## config.mk

```make
export PLATFORM = sky130hd
export DESIGN_NAME = serial_memory_write_command_parser
export DESIGN_NICKNAME = d
export VERILOG_FILES = /design/src/rtl/smwp_pkg.sv /design/src/rtl/smwp_decoder.sv /design/src/rtl/serial_memory_write_command_parser.sv
export SDC_FILE = /design/constraint.sdc
export NUM_CORES = 1
export LEC_CHECK = 0
export ABC_AREA = 0
export BUFFER_PORTS_ARGS = -buffer_cell sky130_fd_sc_hd__buf_2
export CORE_MARGIN = 2
export CORE_UTILIZATION = 59
export DETAILED_ROUTE_END_ITERATION = 10
export PLACE_DENSITY = 0.94
export SLEW_MARGIN = 40
export SYNTH_ARGS = -nofsm -noshare
export SYNTH_HDL_FRONTEND = slang
export SYNTH_HIERARCHICAL = 1
export SYNTH_SLANG_ARGS = --single-unit
```

## constraint.sdc

```tcl
create_clock -name clk -period 3.6 [get_ports clk]
set_input_delay 0.54 -clock clk [delete_from_list [all_inputs] [get_ports clk]]
set_output_delay 0.54 -clock clk [all_outputs]
set_load 0.1 [all_outputs]
```

## src/rtl/smwp_pkg.sv

```systemverilog
// ----------------------------------------------------------------------------
// smwp_pkg
// Shared types and codes for the serial memory write command parser.
// ----------------------------------------------------------------------------
package smwp_pkg;

  // command bytes
  localparam logic [7:0] CMD_BIT_SET  = 8'd190;
  localparam logic [7:0] CMD_BIT_CLR  = 8'd191;
  localparam logic [7:0] CMD_BIT_INV  = 8'd192;
  localparam logic [7:0] CMD_TABLE_WR = 8'd251;

  // progress codes
  localparam logic [1:0] PROG_IDLE  = 2'd0;
  localparam logic [1:0] PROG_ARMED = 2'd1;
  localparam logic [1:0] PROG_CMD   = 2'd2;
  localparam logic [1:0] PROG_DONE  = 2'd3;

  // write kinds
  localparam logic [1:0] KIND_TABLE = 2'd0;
  localparam logic [1:0] KIND_SET   = 2'd1;
  localparam logic [1:0] KIND_CLR   = 2'd2;
  localparam logic [1:0] KIND_INV   = 2'd3;

  typedef struct packed {
    logic [7:0] rx_byte;
    logic       break_seen;
  } item_t;

  typedef struct packed {
    logic [1:0]  progress;
    logic        write_valid;
    logic [1:0]  write_kind;
    logic [15:0] write_address;
    logic [7:0]  write_data;
  } result_t;

endpackage

```

## src/rtl/smwp_decoder.sv

```systemverilog
// ----------------------------------------------------------------------------
// smwp_decoder
// Frame state and decode: one received byte in, one result out per step.
// ----------------------------------------------------------------------------
module smwp_decoder
  import smwp_pkg::*;
(
  input  logic    clk,
  input  logic    rst,
  input  logic    step,
  input  item_t   item,
  output result_t result
);

  typedef enum logic [2:0] {
    PH_IDLE  = 3'd0,
    PH_CMD   = 3'd1,
    PH_INDEX = 3'd2,
    PH_THIRD = 3'd3,
    PH_SET   = 3'd4,
    PH_CLR   = 3'd5,
    PH_INV   = 3'd6
  } phase_t;

  phase_t     phase, phase_next;
  logic [7:0] command_code, command_code_next;
  logic [7:0] index_low, index_low_next;
  logic [7:0] index_high, index_high_next;
  logic [15:0] addr16;

  assign addr16 = {index_high, index_low};

  always_comb begin
    phase_next        = phase;
    command_code_next = command_code;
    index_low_next    = index_low;
    index_high_next   = index_high;
    result            = '0;
    if (item.break_seen) begin
      phase_next      = PH_CMD;
      result.progress = PROG_ARMED;
    end else begin
      unique case (phase)
        PH_CMD: begin
          command_code_next = item.rx_byte;
          phase_next        = PH_INDEX;
          result.progress   = PROG_CMD;
        end
        PH_INDEX: begin
          index_low_next  = item.rx_byte;
          phase_next      = PH_THIRD;
          result.progress = PROG_DONE;
        end
        PH_THIRD: begin
          phase_next      = PH_IDLE;
          result.progress = PROG_DONE;
          priority case (command_code)
            CMD_BIT_SET: begin
              index_high_next = item.rx_byte;
              phase_next      = PH_SET;
            end
            CMD_BIT_CLR: begin
              index_high_next = item.rx_byte;
              phase_next      = PH_CLR;
            end
            CMD_BIT_INV: begin
              index_high_next = item.rx_byte;
              phase_next      = PH_INV;
            end
            CMD_TABLE_WR: begin
              result.write_valid   = 1'b1;
              result.write_kind    = KIND_TABLE;
              result.write_address = {8'd0, index_low};
              result.write_data    = item.rx_byte;
            end
            default: ;
          endcase
        end
        PH_SET, PH_CLR, PH_INV: begin
          phase_next           = PH_IDLE;
          result.progress      = PROG_DONE;
          result.write_valid   = 1'b1;
          result.write_address = addr16;
          result.write_data    = item.rx_byte;
          unique case (phase)
            PH_SET:  result.write_kind = KIND_SET;
            PH_CLR:  result.write_kind = KIND_CLR;
            default: result.write_kind = KIND_INV;
          endcase
        end
        default: begin
          // idle and the unused code
          phase_next      = PH_IDLE;
          result.progress = PROG_IDLE;
        end
      endcase
    end
  end

  always_ff @(posedge clk) begin
    if (rst) begin
      phase        <= PH_IDLE;
      command_code <= '0;
      index_low    <= '0;
      index_high   <= '0;
    end else if (step) begin
      phase        <= phase_next;
      command_code <= command_code_next;
      index_low    <= index_low_next;
      index_high   <= index_high_next;
    end
  end

endmodule

```

## src/rtl/serial_memory_write_command_parser.sv

```systemverilog
// ----------------------------------------------------------------------------
// serial_memory_write_command_parser
// Decodes break-delimited serial frames into memory write requests.
// ----------------------------------------------------------------------------
// Input channel item/item_valid/item_ready carries one received byte and its
// line-break flag per transfer. Output channel result/result_valid/
// result_ready carries exactly one result per input transfer, in order: the
// progress code and, when a frame completes a write, the write request.
// An input transfer is captured in an input register; the decoder then
// evaluates it against the frame state and the result is loaded into the
// output register once that register is free or its result is taken.
// Throughput is one item per cycle while result_ready stays high, set by the
// single decode stage; both registers advance together, so an item is taken
// while the previous result is being delivered.
// When the receiver holds result_ready low, the output register holds its
// result, the input register fills, and item_ready drops until a result
// transfer frees a slot.
// Synchronous reset empties both registers and returns the frame state to
// idle, waiting for a break.
// ----------------------------------------------------------------------------
module serial_memory_write_command_parser
  import smwp_pkg::*;
(
  input  logic    clk,
  input  logic    rst,
  input  item_t   item,
  input  logic    item_valid,
  output logic    item_ready,
  output result_t result,
  output logic    result_valid,
  input  logic    result_ready
);

  item_t   item_reg;
  logic    item_reg_valid;
  result_t decoded;
  logic    advance;

  assign advance    = item_reg_valid && (!result_valid || result_ready);
  assign item_ready = !item_reg_valid || advance;

  smwp_decoder u_decoder (
    .clk    (clk),
    .rst    (rst),
    .step   (advance),
    .item   (item_reg),
    .result (decoded)
  );

  always_ff @(posedge clk) begin
    if (rst) begin
      item_reg_valid <= 1'b0;
      result_valid   <= 1'b0;
    end else begin
      if (item_ready) begin
        item_reg_valid <= item_valid;
      end
      if (advance) begin
        result_valid <= 1'b1;
      end else if (result_ready) begin
        result_valid <= 1'b0;
      end
    end
  end

  always_ff @(posedge clk) begin
    if (item_ready && item_valid) begin
      item_reg <= item;
    end
    if (advance) begin
      result <= decoded;
    end
  end

endmodule

```

# After elaboration in Yosys (flattened, before gate mapping)
# Cells that the tools add are included.
# classes
eq_ne,10
muxes,9
n_bitwise,1
reduce_logical,13
# ops
op,n
$pmux W27 S2,1
$eq A8 B8 Y1 const B,4
$mux W27,1
$pmux W3 S3,2
$eq A3 B3 Y1 const B,3
$pmux W2 S2,2
$eq A3 B2 Y1 const B,2
$reduce_and A3 Y1,2
$reduce_or A3 Y1,2
$reduce_or A5 Y1,1
$reduce_and A4 Y1,1
$eq A3 B1 Y1 const B,1
$mux W3,1
$logic_and A1 B1 Y1,2
$logic_not A1 Y1,2
$logic_or A1 B1 Y1,2
$mux W1,2
$reduce_bool A2 Y1,1
$not A1 Y1,1
# totals
regBits,67
inputBits,13
out_inout_bits,31
wordCells,46

# Depth between registers and ports, before layout
# Gate-level depths: netlist of run 1.
# logic_depth
ltp_word,5
depth_mapped,7
depth_no_buf,6

# Modules after synthesis
# The synthesis of run 1 kept the hierarchy.
# by_module_without_submodules
mod,instances,cells_per_inst,area_per_inst_um2,seq_area_each_um2
smwp_decoder,1,156,1383.8,540.5
serial_memory_write_command_parser,1,48,1244.9,1181.1

# Worst setup path after synthesis of run 1
# Ideal clock, no wire load.
# synth_timing
path_type,reg-to-reg
start,reg result_valid
end,reg u_decoder.command_code[5]
setup_time_ps,128
t_arrival_ps,2538
required_ps,3472
slack_ps,934
path_stages_with_launch,8
n_path_buf,1
period_less_slack_ps,2666
cell_sequence,dfxtp_1 -> nand2b_1 -> and2_2 -> clkbuf_1 -> nand2_1 -> nor4_4 -> mux2i_1 -> nor2_1
# synth_between
elab_chain_cells,4
# synth_rtl
element,line_no,source
"start, declared",serial_memory_write_command_parser.sv:30,"output logic result_valid,"
"start signal, assigned",serial_memory_write_command_parser.sv:53,result_valid <= 1'b0;
"start signal, assigned",serial_memory_write_command_parser.sv:59,result_valid <= 1'b1;
"start signal, assigned",serial_memory_write_command_parser.sv:61,result_valid <= 1'b0;
$logic_not A1 Y1,serial_memory_write_command_parser.sv:39,assign advance = item_reg_valid && (!result_valid || result_ready);
$logic_or A1 B1 Y1,serial_memory_write_command_parser.sv:39,
$logic_and A1 B1 Y1,serial_memory_write_command_parser.sv:39,
net advance,serial_memory_write_command_parser.sv:37,logic advance;
$reduce_and A3 Y1 (no source line),n/a,
"end signal, assigned",smwp_decoder.sv:108,command_code <= command_code_next;
"end, declared",smwp_decoder.sv:26,"logic [7:0] command_code, command_code_next;"
# The timed path passes the listed nets, and every way through them passes these cells.
# A chain may end at the register's enable or synchronous reset.

# Final worst setup path of run 1
# layout_timing
start,reg u_decoder.phase[1]
end,reg result[4] in the netlist's numbering (data pin)
# layout_between
elab_chain_cells,3
elab_cells_between_ends,6
classes_between,eq/ne (4); mux (1); reduce/logical (1)
# layout_rtl
element,line_no,source
"start, declared",smwp_decoder.sv:25,"phase_t phase, phase_next;"
"start signal, assigned",smwp_decoder.sv:107,phase <= phase_next;
$eq A3 B3 Y1,smwp_decoder.sv:43,unique case (phase)
$reduce_or A3 Y1,smwp_decoder.sv:43,
$pmux W27 S2 (*),smwp_decoder.sv:43,
"end signal, assigned",serial_memory_write_command_parser.sv:71,result <= decoded;
"end, declared",serial_memory_write_command_parser.sv:29,"output result_t result,"
# Every way passes the cells marked *; elsewhere a longest branch is shown, timed or not.

==> results.yml, run 1 <==
setup_path:
  startpoint_type: "flip-flop"
  worstSetupEndpointType: "flip-flop"
  max_stage_delay_ns: 0.61
  crit_fanout: 17
  crit_type: "reg -> reg"
  critical_path_arrival_ns: 2.23
  r2r_slack_ns: 1.58
  crit_chain: "nand3_1, or4_1, a21oi_2, and2_1"
  cpMaxStageDelayCell: "dfxtp_1"
  cp.required_ns: 3.81
finish:
  layout.cells.non_filler: 306
  syn2layout_area_growth_pct: 17.6
  largest_reg_flops: 29
  antennaDiodeCount: 0
  final_common_cell: "buf_2"
  fin_util_pct: 71.5
  mostFrequentLayoutCells: "buf_2, edfxtp_1, dfxtp_1"
  drive_above_1_share_pct: 27.2
  final_nets: 262
detailed_routing:
  antenna_left: 0
  firstDrtPassIters: 4
  vias: 1664
  wl_per_cell_um: 15.6
  vias_per_cell: 5.44
  wl_mm: 4.79
  drc: 0
  drt_iter0_markers: 136
cts:
  cts_num_sinks: 67
  ctsResizeCount: 0
  clk_pin_slew_ns: 0.07
  htree_num_levels: 3
  worstSkewPairLatency_ns: 0.34
  cts_tree: "done"
  clock_path_buffers: 2
  post_cts_buffers: 0
  postCtsHoldBufs: 0
  numCtsBuffers: 9
  root_buffer: "clkbuf_8"
die:
  num_rows: 24
  chipHeight_um: 70.8
  dieArea_mm2: 0.00501
  fp.coreArea_mm2: 0.00432
  fp.dieW_um: 70.8
  io_pins: 44
  start_util_pct: 60.8
placement:
  placement.io_buffers: 43
  gp_congestion: 0.754
  dp.cells: 290
  dp_hpwl_mm: 3.12
synth:
  yosys_register_bits: 67
  synthXorXnorAreaFrac_pct: 0
  avgSynthCellArea_um2: 12.9
  netlist_instances: 204
  synth.distinct_cells: 32
  syn_area_mm2: 0.00263
  synthSimpleGateAreaFrac_pct: 19.3
  synth_top_family_by_area: "simple AND/OR/NAND/NOR gates"
  synth_compound_area_share_pct: 3.76
  synth_fa_ha_area_share_pct: 0
  muxShareOfSynthArea_pct: 9.14
  ys_warn_count: 6
  ys_seq_area_share_pct: 65.5
  syn-num-nets: 217
sta:
  holdWs_ns: 0.373
  slew_headroom_pct: 53.6
  hold_violations: 0
  setup_viol: 0
  final-max-slew-violation-count: 0
  setup-tns-final_ns: 0
  finClkSkew_ns: 0.0104
  layout_min_cycle_time_ns: 2.02
  worst_slew_pin_slew_ns: 0.691
  finalCritPeriodShare_pct: 56.1
  rsz0062_at_grt: "no"
  max_freq_ghz: 0.495
flow_run:
  drv_cap: 0
global_routing:
  grt_first_pass_wirelength_mm: 7.55
  grt_max_degree: 38
  first_global_vias: 1635
  grt.total_usage_pct: 20.5
  antenna_found_initial: 0
  grt-ovfl-total: 0
power:
  power_leakage_uw: 0.00122
  power_uw: 1660
  peakVddDrop_v: 0.000302
  p_per_area_mw_per_mm2: 537
status:
  outcome: "finished clean"
min_path:
  min_path_type: "in -> reg"
-- cells in the mapped netlist (all sizes together) --
cell | count | area share, %
nor2 | 23 | 3.3
a211oi | 1 | 0.48
nand4 | 2 | 0.48
nand2 | 3 | 0.43
or3 | 1 | 0.24
or4 | 2 | 0.57
edfxtp | 38 | 43
clkbuf | 6 | 0.86
nand4b | 2 | 0.67
nor4 | 1 | 0.81
mux2i | 24 | 9.1
buf | 5 | 1.0
nand3 | 2 | 0.38
nand3b | 2 | 1.0
or2 | 1 | 0.24
o21bai | 1 | 0.29
nor3 | 3 | 0.57
o21ba | 1 | 0.38
inv | 3 | 0.43
nand2b | 18 | 4.3
dfxtp | 29 | 22
a2111oi | 1 | 0.33
o21a | 1 | 0.29
a311o | 1 | 0.38
and2 | 26 | 6.3
a21oi | 7 | 1.6
-- power by group --
part / total, µW / internal, µW / leakage [µW] / switching, µW
registers: 848 / 830 / 0.000603 / 18.1
logic: 146 / 25.8 / 0.000510 / 120
clock network: 665 / 388 / 0.000111 / 277
total: 1660 / 1240 / 0.00122 / 415
-- metal layers --
metal / routed length [µm] / GRT usage (%) / part of all wire [%]
met4: 125 / 14.7 / 2.6
met3: 268 / 4.56 / 5.6
met1: 1990 / 24.4 / 41
met2: 2410 / 32.8 / 50
met5: 0 / 0 / 0
-- path summary, 6_finish.rpt --
path | startpoint | end | cells after the start
setup / recovery | u_decoder/phase[1] | result[4] | 4
hold / removal | item[1] | item_reg[1] | 1
setup reg to reg | u_decoder/phase[1] | result[4] | 4
hold reg to reg | u_decoder/index_high[5] | u_decoder/index_high[5] | 2
-- critical path: cells and delay by family, from the launching register on --
family | cells | cell delay, ns
AO/OA/AOI/OAI | 1 | 0.49
flip-flops | 1 | 0.61
AND/OR/NAND/NOR | 3 | 0.78
-- cell families after synthesis --
kind of cell | Yosys count
buffers and inverters | 14
AND/OR/NAND/NOR | 86
multiplexers | 24
AO/OA/AOI/OAI | 13
flip-flops | 67
-- stage by stage --
| stage | instance area (µm²) | setup slack, ns |
|---|---|---|
| after floorplan | 2630 | 0.934 |
| after global placement | 2880 | 1.62 |
| after detailed placement | 2880 | 1.49 |
| after CTS | 3090 | 1.58 |
| after global routing | 3090 | 1.41 |
| final | 3090 | 1.58 |
-- layout make-up --
type	count	area, µm²
Clock buffer	9	124
Clock inverter	7	91.3
Fill cell	314	1230
Inverter	3	11.3
Multi-Input combinational cell	123	847
Sequential cell	67	1720
Tap cell	52	65.1
Timing Repair Buffer	45	230
No activity file was read; power rests on OpenSTA's default activity.
==> run 2: changes to the inputs <==
Settings changed: CORE_UTILIZATION 59 to 55, PLACE_DENSITY 0.94 to 0.89.
Clock period 3.6 ns to 2 ns, I/O delays scaled along.
==> results.yml, run 2 (same netlist as run 1, synthesis figures left out) <==
status:
  outcome: "finished clean"
detailed_routing:
  firstDrtPassIters: 4
  vias: 1606
  vias_per_cell: 5.15
  wl_per_cell_um: 13.8
  wl_mm: 4.30
  antenna_left: 0
  drc: 0
  drt_iter0_markers: 78
power:
  internal_power_uw: 2240
  clockPowerShare_pct: 39.3
  power_frac_comb_pct: 9.2
  peakVddDrop_v: 0.000643
  power_uw: 2950
  p_per_area_mw_per_mm2: 943
  p_switching_uw: 719
  swShare_pct: 24.3
  seqPwrFrac_pct: 51.5
  power_leakage_uw: 0.00126
placement:
  dp_hpwl_mm: 2.96
  gp_congestion: 0.870
  placed_cell_area_mm2: 0.00293
  placement.io_buffers: 43
finish:
  largest_reg_flops: 29
  final_nets: 267
  filler_cell_count: 326
  antennaDiodeCount: 0
  fin_util_pct: 67.2
  drive_above_1_share_pct: 29.1
  mostFrequentLayoutCells: "buf_2, edfxtp_1, dfxtp_1"
  syn2layout_area_growth_pct: 19.2
  final_common_cell: "buf_2"
  final_area_mm2: 0.00313
min_path:
  min_path_type: "in -> reg"
global_routing:
  use_met3_pct: 7.46
  grt.busiest_layer: "met2"
  grt_use_met1_pct: 20.3
  grt_max_degree: 38
  grt_first_pass_wirelength_mm: 6.65
  grt_util_met2_pct: 28.3
  first_global_vias: 1477
  grt.total_usage_pct: 17.9
  antenna_found_initial: 0
  grt-ovfl-total: 0
cts:
  postCtsHoldBufs: 0
  cts_tree: "done"
  cts_num_sinks: 67
  ctsResizeCount: 0
  post_cts_buffers: 0
  htree_num_levels: 3
  root_buffer: "clkbuf_8"
  clock_path_buffers: 2
  clk_pin_slew_ns: 0.06
  worstSkewPairLatency_ns: 0.34
  numCtsBuffers: 9
sta:
  final-max-slew-violation-count: 0
  finalCritPeriodShare_pct: 89.5
  max_freq_ghz: 0.559
  worst_slew_pin_slew_ns: 0.563
  slew_headroom_pct: 62.3
  setup_viol: 0
  rsz0062_at_grt: "no"
  setup-tns-final_ns: 0
  layout_min_cycle_time_ns: 1.79
  finClkSkew_ns: 0.00683
  holdWs_ns: 0.129
  hold_violations: 0
die:
  fp.dieW_um: 73.1
  chipHeight_um: 73.1
  num_rows: 25
  dieArea_mm2: 0.00535
  fp.coreArea_mm2: 0.00466
  io_pins: 44
  start_util_pct: 56.4
setup_path:
  r2r_slack_ns: 0.21
  worstSetupEndpointType: "flip-flop"
  cpMaxStageDelayCell: "nand4b_1"
  crit_path_start: "result_valid"
  rr_endpoint: "u_decoder/index_low[3]"
  reg2reg_depth: 5
  critical_path_arrival_ns: 2.00
  max_stage_delay_ns: 0.51
  reg2reg_from: "result_valid"
  crit_chain: "nand2b_1, and2_4, nand4b_1, mux2i_1, nor2_1"
  startpoint_type: "flip-flop"
  cp.required_ns: 2.21
  crit_path_end: "u_decoder/index_low[3]"
  crit_type: "reg -> reg"
  crit_fanout: 18
flow_run:
  drv_cap: 0
[run 2: worst min path at each step]
stage | cells after the start | endpoint | slack (ns) | from
3_5_place_dp | 2 | u_decoder/index_high[3] | 0.46 | u_decoder/index_high[3]
3_3_place_gp | 2 | u_decoder/index_high[3] | 0.45 | u_decoder/index_high[3]
6_report | 1 | item_reg[3] | 0.13 | item[3]
5_1_grt | 1 | item_reg[1] | 0.11 | item[1]
4_1_cts | 1 | item_reg[1] | 0.12 | item[1]
2_1_floorplan | 1 | result_valid | 0.36 | rst
[run 2: per-layer routing]
metal,vias to the layer above,wire (µm)
li1,813,-
met1,736,1890
met2,46,2080
met3,11,222
met4,0,115
met5,-,0
[run 2: power groups by stage]
stage / Sequential, µW / Clock [µW] / Combinational (µW)
floorplan: 1700 / 0 / 67.2
global placement: 1550 / 0 / 270
detailed placement: 1550 / 0 / 274
CTS: 1520 / 1180 / 274
global route: 1520 / 1240 / 285
finish: 1520 / 1160 / 272
[run 2: cell type report]
| type | instances | area [µm²] | share of cell area (%) |
|---|---|---|---|
| clock inverter | 5 | 78.8 | 2.51 |
| timing repair buffer | 50 | 268 | 8.54 |
| clock buffer | 10 | 128 | 4.07 |
| inverter | 3 | 11.3 | 0.359 |
| sequential | 67 | 1730 | 55.0 |
| multi-input combinational | 123 | 856 | 27.3 |
| tap | 54 | 67.6 | 2.16 |
[run 2: worst max-delay path: cells and delay by family (launching register included)]
family           cells  cell delay, ns
and+or+nand+nor      4            0.96
DFF                  1            0.35
muxes                1            0.34
[run 2: metrics by stage]
step	instances	setup WS [ns]
3_5_place_dp	297	0.128
4_1_cts	312	0.213
5_1_grt	312	0.0418
6_report	312	0.210
2_1_floorplan	204	-0.0933
3_3_place_gp	297	0.259
